[src/tfr_pkg.sv]
`timescale 1ns / 1ps
`default_nettype none
// ----------------------------------------------------------------------------
// tfr_pkg
// shared constants, operation codes and the request record that moves down
// the translation buffer cell chain
// ----------------------------------------------------------------------------
package tfr_pkg;

  localparam int TLB_ENTRIES = 16;
  localparam int PAGE_BITS   = 8;
  localparam int FRAME_COUNT = 128;

  localparam int IDX_W   = $clog2(TLB_ENTRIES);
  localparam int FRAME_W = $clog2(FRAME_COUNT);
  localparam int FUNC_W  = 2;

  localparam logic [FUNC_W-1:0] FUNC_LOOKUP = 2'd0;
  localparam logic [FUNC_W-1:0] FUNC_ADD    = 2'd1;
  localparam logic [FUNC_W-1:0] FUNC_UPDATE = 2'd2;

  // one request in flight, plus its partial result
  typedef struct packed {
    logic                 valid;
    logic [FUNC_W-1:0]    func;
    logic [PAGE_BITS-1:0] page;
    logic [FRAME_W-1:0]   frame;
    logic [IDX_W-1:0]     slot;   // target slot of an add
    logic                 hit;
    logic [IDX_W-1:0]     index;
  } stage_t;

endpackage
`default_nettype wire

[src/tfr_req_if.sv]
`timescale 1ns / 1ps
`default_nettype none
// ----------------------------------------------------------------------------
// tfr_req_if
// request channel: operation, page and frame with valid/ready
// ----------------------------------------------------------------------------
interface tfr_req_if;
  logic                          valid;
  logic                          ready;
  logic [tfr_pkg::FUNC_W-1:0]    func;
  logic [tfr_pkg::PAGE_BITS-1:0] page_number;
  logic [tfr_pkg::FRAME_W-1:0]   frame_number;

  modport source (output valid, func, page_number, frame_number, input ready);
  modport sink   (input valid, func, page_number, frame_number, output ready);
endinterface
`default_nettype wire

[src/tfr_rsp_if.sv]
`timescale 1ns / 1ps
`default_nettype none
// ----------------------------------------------------------------------------
// tfr_rsp_if
// result channel: hit flag and entry index with valid/ready
// ----------------------------------------------------------------------------
interface tfr_rsp_if;
  logic                      valid;
  logic                      ready;
  logic                      hit;
  logic [tfr_pkg::IDX_W-1:0] entry_index;

  modport source (output valid, hit, entry_index, input ready);
  modport sink   (input valid, hit, entry_index, output ready);
endinterface
`default_nettype wire

[src/tfr_cell.sv]
`timescale 1ns / 1ps
`default_nettype none
// ----------------------------------------------------------------------------
// tfr_cell
// one translation entry: compares the passing request, applies add or
// update to its own entry and registers the request for the next cell
// ----------------------------------------------------------------------------
module tfr_cell (
  input  wire                        clk,
  input  wire                        rst,
  input  wire                        adv,
  input  wire [tfr_pkg::IDX_W-1:0]   cell_idx,
  input  wire tfr_pkg::stage_t       stage_in,
  output tfr_pkg::stage_t            stage_out
);

  logic [tfr_pkg::PAGE_BITS-1:0] entry_page;
  logic [tfr_pkg::FRAME_W-1:0]   entry_frame;
  logic                          entry_valid;

  logic            match;
  logic            do_add;
  logic            do_update;
  tfr_pkg::stage_t stage_next;

  // only the first matching cell claims the request
  assign match = stage_in.valid && entry_valid && !stage_in.hit
                 && (entry_page == stage_in.page);
  assign do_add = stage_in.valid && (stage_in.func == tfr_pkg::FUNC_ADD)
                  && (stage_in.slot == cell_idx);
  assign do_update = match && (stage_in.func == tfr_pkg::FUNC_UPDATE);

  always_comb begin
    stage_next = stage_in;
    if (match && ((stage_in.func == tfr_pkg::FUNC_LOOKUP) ||
                  (stage_in.func == tfr_pkg::FUNC_UPDATE))) begin
      stage_next.hit   = 1'b1;
      stage_next.index = cell_idx;
    end
  end

  // only the valid bits need a reset; data fields hold through it
  always_ff @(posedge clk) begin
    if (rst) begin
      entry_valid     <= 1'b0;
      stage_out.valid <= 1'b0;
    end else if (adv) begin
      stage_out <= stage_next;
      if (do_add) begin
        entry_valid <= 1'b1;
        entry_page  <= stage_in.page;
        entry_frame <= stage_in.frame;
      end else if (do_update) begin
        entry_frame <= stage_in.frame;
      end
    end
  end

endmodule
`default_nettype wire

[src/tlb_fifo_replacement.sv]
`timescale 1ns / 1ps
`default_nettype none
// ----------------------------------------------------------------------------
// tlb_fifo_replacement
// fully associative translation buffer with first-in first-out replacement
// ----------------------------------------------------------------------------
// usage:
//   req carries one request: lookup, add at the oldest slot, or frame update
//   rsp returns exactly one result per request, in request order
//   the entries sit in a row of cells; a request walks the row one cell per
//   cycle unless the row is frozen; every cell compares it with its own entry
//   and the first valid match claims it, so the lowest matching slot wins
//   an add gets its target slot from the oldest-slot pointer when accepted
//   result: a request is registered by every cell of the row in turn, and the
//   last cell's register is the output register
//   throughput: one request per cycle while rsp is not stalled; the row is a
//   pipeline and holds up to TLB_ENTRIES requests at once
//   stall: when rsp is valid and not ready the whole row freezes and
//   req.ready drops, so the result holds and nothing is lost
//   reset: all entries become empty, the pointer returns to slot zero and
//   the row is flushed; no clearing pass is needed
// ----------------------------------------------------------------------------
module tlb_fifo_replacement (
  input  wire        clk,
  input  wire        rst,
  tfr_req_if.sink    req,
  tfr_rsp_if.source  rsp
);

  localparam int N = tfr_pkg::TLB_ENTRIES;

  // stage[i] feeds cell i; stage[N] is the result register
  tfr_pkg::stage_t stage [0:N];

  logic                      adv;
  logic                      accept;
  logic [tfr_pkg::IDX_W-1:0] oldest_slot;
  logic [tfr_pkg::IDX_W-1:0] oldest_slot_next;

  // the row moves unless a finished result is waiting
  assign adv    = !(stage[N].valid && !rsp.ready);
  assign accept = req.valid && adv;
  assign req.ready = adv;

  // head of the row: a fresh request with no hit; an add carries its slot as index
  always_comb begin
    stage[0].valid = accept;
    stage[0].func  = req.func;
    stage[0].page  = req.page_number;
    stage[0].frame = req.frame_number;
    stage[0].slot  = oldest_slot;
    stage[0].hit   = 1'b0;
    stage[0].index = (req.func == tfr_pkg::FUNC_ADD) ? oldest_slot : '0;
  end

  // fifo pointer, wraps after the last slot
  always_comb begin
    oldest_slot_next = oldest_slot;
    if (accept && (req.func == tfr_pkg::FUNC_ADD)) begin
      if (oldest_slot == tfr_pkg::IDX_W'(N - 1)) begin
        oldest_slot_next = '0;
      end else begin
        oldest_slot_next = oldest_slot + 1'b1;
      end
    end
  end

  always_ff @(posedge clk) begin
    if (rst) begin
      oldest_slot <= '0;
    end else begin
      oldest_slot <= oldest_slot_next;
    end
  end

  // the row of entry cells
  for (genvar i = 0; i < N; i++) begin : g_cell
    tfr_cell u_cell (
      .clk       (clk),
      .rst       (rst),
      .adv       (adv),
      .cell_idx  (tfr_pkg::IDX_W'(i)),
      .stage_in  (stage[i]),
      .stage_out (stage[i+1])
    );
  end

  // the last cell's register is the output register
  assign rsp.valid       = stage[N].valid;
  assign rsp.hit         = stage[N].hit;
  assign rsp.entry_index = stage[N].index;

endmodule
`default_nettype wire

[src/flat_wrapper.sv]
// flat-port wrapper written by rule: the top's interface ports become plain ports
module tlb_fifo_replacement_flat 
  (clk, rst, req_valid, req_func, req_page_number, req_frame_number, req_ready, rsp_valid, rsp_hit, rsp_entry_index, rsp_ready);
  tfr_req_if req_i ();
  tfr_rsp_if rsp_i ();
  input  wire clk;
  input  wire rst;
  input wire logic [$bits(req_i.valid)-1:0] req_valid;
  input wire logic [$bits(req_i.func)-1:0] req_func;
  input wire logic [$bits(req_i.page_number)-1:0] req_page_number;
  input wire logic [$bits(req_i.frame_number)-1:0] req_frame_number;
  output wire logic [$bits(req_i.ready)-1:0] req_ready;
  output wire logic [$bits(rsp_i.valid)-1:0] rsp_valid;
  output wire logic [$bits(rsp_i.hit)-1:0] rsp_hit;
  output wire logic [$bits(rsp_i.entry_index)-1:0] rsp_entry_index;
  input wire logic [$bits(rsp_i.ready)-1:0] rsp_ready;
  assign req_i.valid = req_valid;
  assign req_i.func = req_func;
  assign req_i.page_number = req_page_number;
  assign req_i.frame_number = req_frame_number;
  assign req_ready = req_i.ready;
  assign rsp_valid = rsp_i.valid;
  assign rsp_hit = rsp_i.hit;
  assign rsp_entry_index = rsp_i.entry_index;
  assign rsp_i.ready = rsp_ready;
  tlb_fifo_replacement u_core (.clk(clk), .rst(rst), .req(req_i), .rsp(rsp_i));
endmodule
[config.mk]
export PLATFORM = sky130hd
export DESIGN_NAME = tlb_fifo_replacement_flat
export DESIGN_NICKNAME = d
export VERILOG_FILES = /design/src/tfr_pkg.sv /design/src/tfr_req_if.sv /design/src/tfr_rsp_if.sv /design/src/tfr_cell.sv /design/src/tlb_fifo_replacement.sv /design/src/flat_wrapper.sv
export SDC_FILE = /design/constraint.sdc
export NUM_CORES = 1
export LEC_CHECK = 0
export BUFFER_PORTS_ARGS = -buffer_cell sky130_fd_sc_hd__buf_2
export CAP_MARGIN = 10
export CORE_UTILIZATION = 55
export CTS_CLUSTER_SIZE = 25
export DETAILED_ROUTE_END_ITERATION = 6
export MAX_ROUTING_LAYER = met4
export PLACE_DENSITY = 0.71
export REMOVE_ABC_BUFFERS = 1
export SYNTH_ARGS = -nofsm -noshare
export SYNTH_HDL_FRONTEND = slang
export SYNTH_HIERARCHICAL = 1
export SYNTH_SLANG_ARGS = --single-unit
[constraint.sdc]
create_clock -name clk -period 4.36 [get_ports clk]
set_clock_uncertainty 0.05 [all_clocks]
set_input_delay 0.654 -clock clk [delete_from_list [all_inputs] [get_ports clk]]
set_output_delay 0.654 -clock clk [all_outputs]
set_load 0.05 [all_outputs]
=== After elaboration in Yosys (flattened, before gate mapping) ===
Cells that the tools add are included.

* Bits in writable memories: 0
* Latch bits: 0
* Output and inout port bits: 7
* Word-level logic and storage cells: 378
* Memory bits (read-only): 0
* Register bits: 454
* Memories: 0

* Divide/modulo/power cells: 0
* Eq/ne operators: 64
* Shifts and indexed selects: 0
* Multipliers: 0
* Reductions and logical operators: 181
* Mux-type cells: 3
* Bitwise operators: 3
* Add/subtract/negate cells: 1
* Order comparisons: 0

{| class="wikitable"
|+ Operators with widths
! kind !! count
|-
| $eq 8x8->1 || 16
|-
| $logic_and 1x1->1 || 97
|-
| $reduce_and 3->1 || 16
|-
| $eq 4x4->1 const B || 9
|-
| $reduce_and 2->1 || 17
|-
| $eq 2x1->1 const B || 16
|-
| $eq 2x2->1 const B || 16
|-
| $logic_not 2->1 || 16
|-
| $logic_not 1->1 || 17
|-
| $eq 4x3->1 const B || 4
|-
| $logic_or 1x1->1 || 16
|-
| $eq 4x2->1 const B || 2
|-
| $mux 4 || 2
|-
| $mux 5 || 1
|-
| $add 4x1->4 const B || 1
|-
| $eq 4x1->1 const B || 1
|-
| $logic_not 4->1 || 1
|-
| $not 1->1 || 3
|-
| $reduce_or 2->1 || 1
|}

=== Logic depth before layout (Yosys ltp) ===
* Word-level depth: 8
* Depth in mapped cells: 5
* Mapped depth without buffers: 5

=== Hierarchy ===
Netlist, hierarchy kept.

{| class="wikitable"
|+ Modules (own cells, without submodules)
! module !! instances !! cells an instance !! seq. area each (µm²) !! area an instance (µm²)
|-
| tfr_cell || 16 || 66 || 1,061.0 || 1,305.0
|-
| tlb_fifo_replacement || 1 || 28 || 80.1 || 264.0
|}

=== Worst setup path before layout ===
No wires, ideal clock.

* Path type: in2reg
* From: input port rsp_ready
* To: register u_core/g_cell[0].u_cell/entry_page[0] (netlist name), enable pin
* Stages on the path: 4
* Required time: 3.936 ns
* Data arrival time: 3.303 ns
* Setup time: 0.374 ns
* Setup slack: 0.633 ns
* Buffers on the path: 0
* Cells stage by stage: nand2b_2 nor2b_1 nand4b_1 nor2_1

* Longest elaborated chain between the ends: 7

{| class="wikitable"
|+ Ends and longest elaborated chain
! what !! line !! source
|-
| start, declared || flat_wrapper.sv:16 || <nowiki>input wire logic [$bits(rsp_i.ready)-1:0] rsp_ready;</nowiki>
|-
| $logic_not 1->1 (*) || tlb_fifo_replacement.sv:41 || <nowiki>assign adv = !(stage[N].valid && !rsp.ready);</nowiki>
|-
| $logic_and 1x1->1 (*) || tlb_fifo_replacement.sv:41 ||
|-
| $logic_not 1->1 || tlb_fifo_replacement.sv:41 ||
|-
| $logic_and 1x1->1 || tlb_fifo_replacement.sv:42 || <nowiki>assign accept = req.valid && adv;</nowiki>
|-
| $logic_and 1x1->1 || tfr_cell.sv:29 || <nowiki>assign do_add = stage_in.valid && (stage_in.func == tfr_pkg::FUNC_ADD)</nowiki>
|-
| $logic_and 1x1->1 || tfr_cell.sv:30 || <nowiki>&& (stage_in.slot == cell_idx);</nowiki>
|-
| $reduce_and 3->1 (no line) (*) || n/a ||
|-
| end signal, assigned || tfr_cell.sv:51 || <nowiki>entry_page <= stage_in.page;</nowiki>
|-
| end, declared || tfr_cell.sv:17 || <nowiki>logic [tfr_pkg::PAGE_BITS-1:0] entry_page;</nowiki>
|}

Every way passes the cells marked *; elsewhere a longest branch is shown, timed or not.
A chain may end at the register's enable or synchronous reset.

=== Final worst setup path ===
* From: register u_core/g_cell[15].u_cell/stage_out[26] (netlist name)
* To: register u_core/g_cell[13].u_cell/entry_page[0] (netlist name), enable pin

* Longest elaborated chain between the ends: 3

{| class="wikitable"
|+ Ends and longest elaborated chain
! what !! line
|-
| $logic_and 1x1->1 || tlb_fifo_replacement.sv:41
|-
| $not 1->1 (no line) || n/a
|-
| $reduce_and 3->1 (no line) || n/a
|-
| end signal, assigned || tfr_cell.sv:51
|-
| end, declared || tfr_cell.sv:17
|}

Every way passes these cells.

==> metrics.md <==
| Metric | Value |
|---|---|
| Max IR drop VDD | around 0.36 mV |
| Critical Path Max Stage Delay | between 600 and 700 ps |
| Largest net degree at the start of global routing | 35 |
| Core area | 30800 um^2 |
| H-tree lvl count | 2 |
| Non-Filler Cell Area, Final | 20000 um^2 |
| Combinational share of power | 3.3% |
| Synthesis Warnings | 6 |
| Critical Path AT | 2710 ps |
| # diodes | 0 |
| Placed cells | 1519 |
| Reg2Reg Setup Slack | 1770 ps |
| Reg2reg path depth | 5 |
| Final GP Congestion | 0.724 |
| Drt drc | 0 |
| CP max FO | 29 |
| Critical Path Source | u_core/g_cell[15].u_cell/stage_out[26]$_SDFFE_PP0P_ |
| Relative slew margins | 45.5% |
| DRT antenna net count | 0 |
| Max Freq | 0.386 GHz |
| Required @ worst endpoint | 4470 ps |
| Detail Placement HPWL | 17000 um |
| Final setup viols | 0 |
| CTS Buffer Depth | 3 |
| Syn Area/Cell | approximately 18 um^2 |
| Worst path cell trace | nand2b_2 > nor2b_1 > buf_4 > nand4b_1 > nor2_1 |
| Max Transition Viols Final | 0 |
| PostCTS Resize Cnt | 0 |
| Number of max-cap violations | 0 |
| FF-to-FF End | u_core/g_cell[13].u_cell/entry_page[0]$_DFFE_PP_ |
| Initial antenna violation count | 0 |
| Critical path capture point | u_core/g_cell[13].u_cell/entry_page[0]$_DFFE_PP_ |
| Reg-to-Reg Start | u_core/g_cell[15].u_cell/stage_out[26]$_SDFFE_PP0P_ |
| GR Overflow Total | 0 |
| RSZ-0062 raised after global routing | false |
| Clock network power share | 41.2% |
| Row cnt | 64 |
| Fin util | around two thirds |
| Vias in the first global route | 8079 |
| Most common cell after layout, fill and taps aside | edfxtp_1 |
| Layout net count | 1192 |
| Non-filler cells, final | about 1600 |
| CTS sink cnt | around 450 |
| Worst hold start | req_page_number[6] |
| WS Path Type | reg2reg |
| Worst Hold Class | in2reg |
| Cell area after placement | roughly 19000 um^2 |
| Clock Tree Root | clkbuf_16 |
| Setup TNS | 0 ps |
| Num CTS Buffers | 45 |
| Post-CTS Repair Setup Buffers | 0 |
| Layout cells sized above 1 | 16.7% |
| Area Overhead vs Synth | 15.3% |
| Crit start category | flip-flop |
| Vias per std cell | about 5.0 |
| Crit end category | flip-flop |
| Initial core utilization | ~56% |
| IO Pins | 28 |
| CTS tree | yes |
| Pint | 7320 uW |
| Sequential share of power | 55.5% |
| Die X | 180 um |
| Most frequent cells in the layout | edfxtp_1 (418), xnor2_1 (192), conb_1 (130), mux2_2 (64), nor2_1 (50) |
| Syn Inst Count | 958 |
| Hold_buf cts | 0 |
| Fin crit share | roughly three fifths |
| Final hold violations | 0 |
| Count of buffers from port buffering | 20 |
| Cell Pwr Density | 455 nW/um^2 |
| 1st-pass router iterations | 4 |
| Slowest CP cell | nor2_1 |
| Clock latency on the worst-skew pair | 530 ps |
| Gr usage total | 16.9% |
| Die ar. | 32300 um^2 |
| Sw Pwr | 1790 uW |
| Die height | 180 um |
| Clock transition at path regs | roughly 60 ps |
| Fill count | 2124 |
| Detailed Route Iter0 Violations | 458 |
| WL final | between 20000 and 30000 um |
| WHS | 284 ps |
| Leak pwr | ~0.0071 uW |
| Mapped Area | 17400 um^2 |
| Switching Fraction | 19.6% |
| Drt wl/cell | roughly 16 um |
| Via count | between 7000 and 8000 |
| Slew @ Worst Pin | 817 ps |
| Outcome | complete, no violations |
| Minimum clock period | 2590 ps |
| First-pass GRT wire length | 42300 um |
[power by group through the flow]
stage               registers, uW  logic (uW)  clock network, uW
global placement             5150         287                  0
CTS                          5060         299               3850
global route                 5080         331               4010
floorplan                    5110         217                  0
detailed placement           5150         296                  0
finish                       5060         297               3750
[worst max-delay path: cells and delay by family, from the launching register on]
| family | cells | cell delay [ps] |
|---|---|---|
| buffers and inverters | 1 | 290 |
| AND/OR/NAND/NOR | 4 | 1540 |
| flip-flops | 1 | 320 |
[per-layer routing]
metal	routed length (um)	share of wire (%)	GRT usage (%)	vias to the layer above
li1	-	-	-	3895
met3	758	3.0	2.78	48
met1	11400	45	21.9	3927
met5	0	0	-	-
met4	620	2.4	5.34	0
met2	12800	50	27.6	83
[cell type report]
class                      instances  area [um^2]  share of cell area, %
clock buffer                      67         1300                   6.50
clock inverter                    17          156                  0.781
inverter                          16         60.1                  0.300
multi-input combinational        616         4510                   22.5
sequential                       454        13300                   66.3
tap                              396          495                   2.47
timing repair buffer              37          228                   1.14
[per-stage QoR]
stage          setup slack [ps]  power (uW)
2_1_floorplan               955        5330
3_3_place_gp               1340        5430
3_5_place_dp               1290        5440
4_1_cts                    1730        9200
5_1_grt                    1590        9410
6_report                   1770        9100
[worst min path at each step]
stage                                                        to  slack [ps]  cells after the start
2_1_floorplan  u_core/g_cell[10].u_cell/stage_out[25]$_DFFE_PP_         370                      0
3_3_place_gp    u_core/g_cell[8].u_cell/stage_out[25]$_DFFE_PP_         380                      0
3_5_place_dp    u_core/g_cell[8].u_cell/stage_out[25]$_DFFE_PP_         380                      0
4_1_cts         u_core/g_cell[0].u_cell/entry_page[1]$_DFFE_PP_         270                      1
5_1_grt         u_core/g_cell[0].u_cell/entry_page[1]$_DFFE_PP_         270                      1
6_report        u_core/g_cell[0].u_cell/stage_out[22]$_DFFE_PP_         280                      1
[sequential cells by signal, summed over array words and instances, names as in the netlist]
name and flops:
u_core/g_cell.u_cell/entry_valid 16, u_core/g_cell.u_cell/stage_out 306, u_core/oldest_slot 4, u_core/g_cell.u_cell/entry_page 128
(Power assumes the default switching activity.)
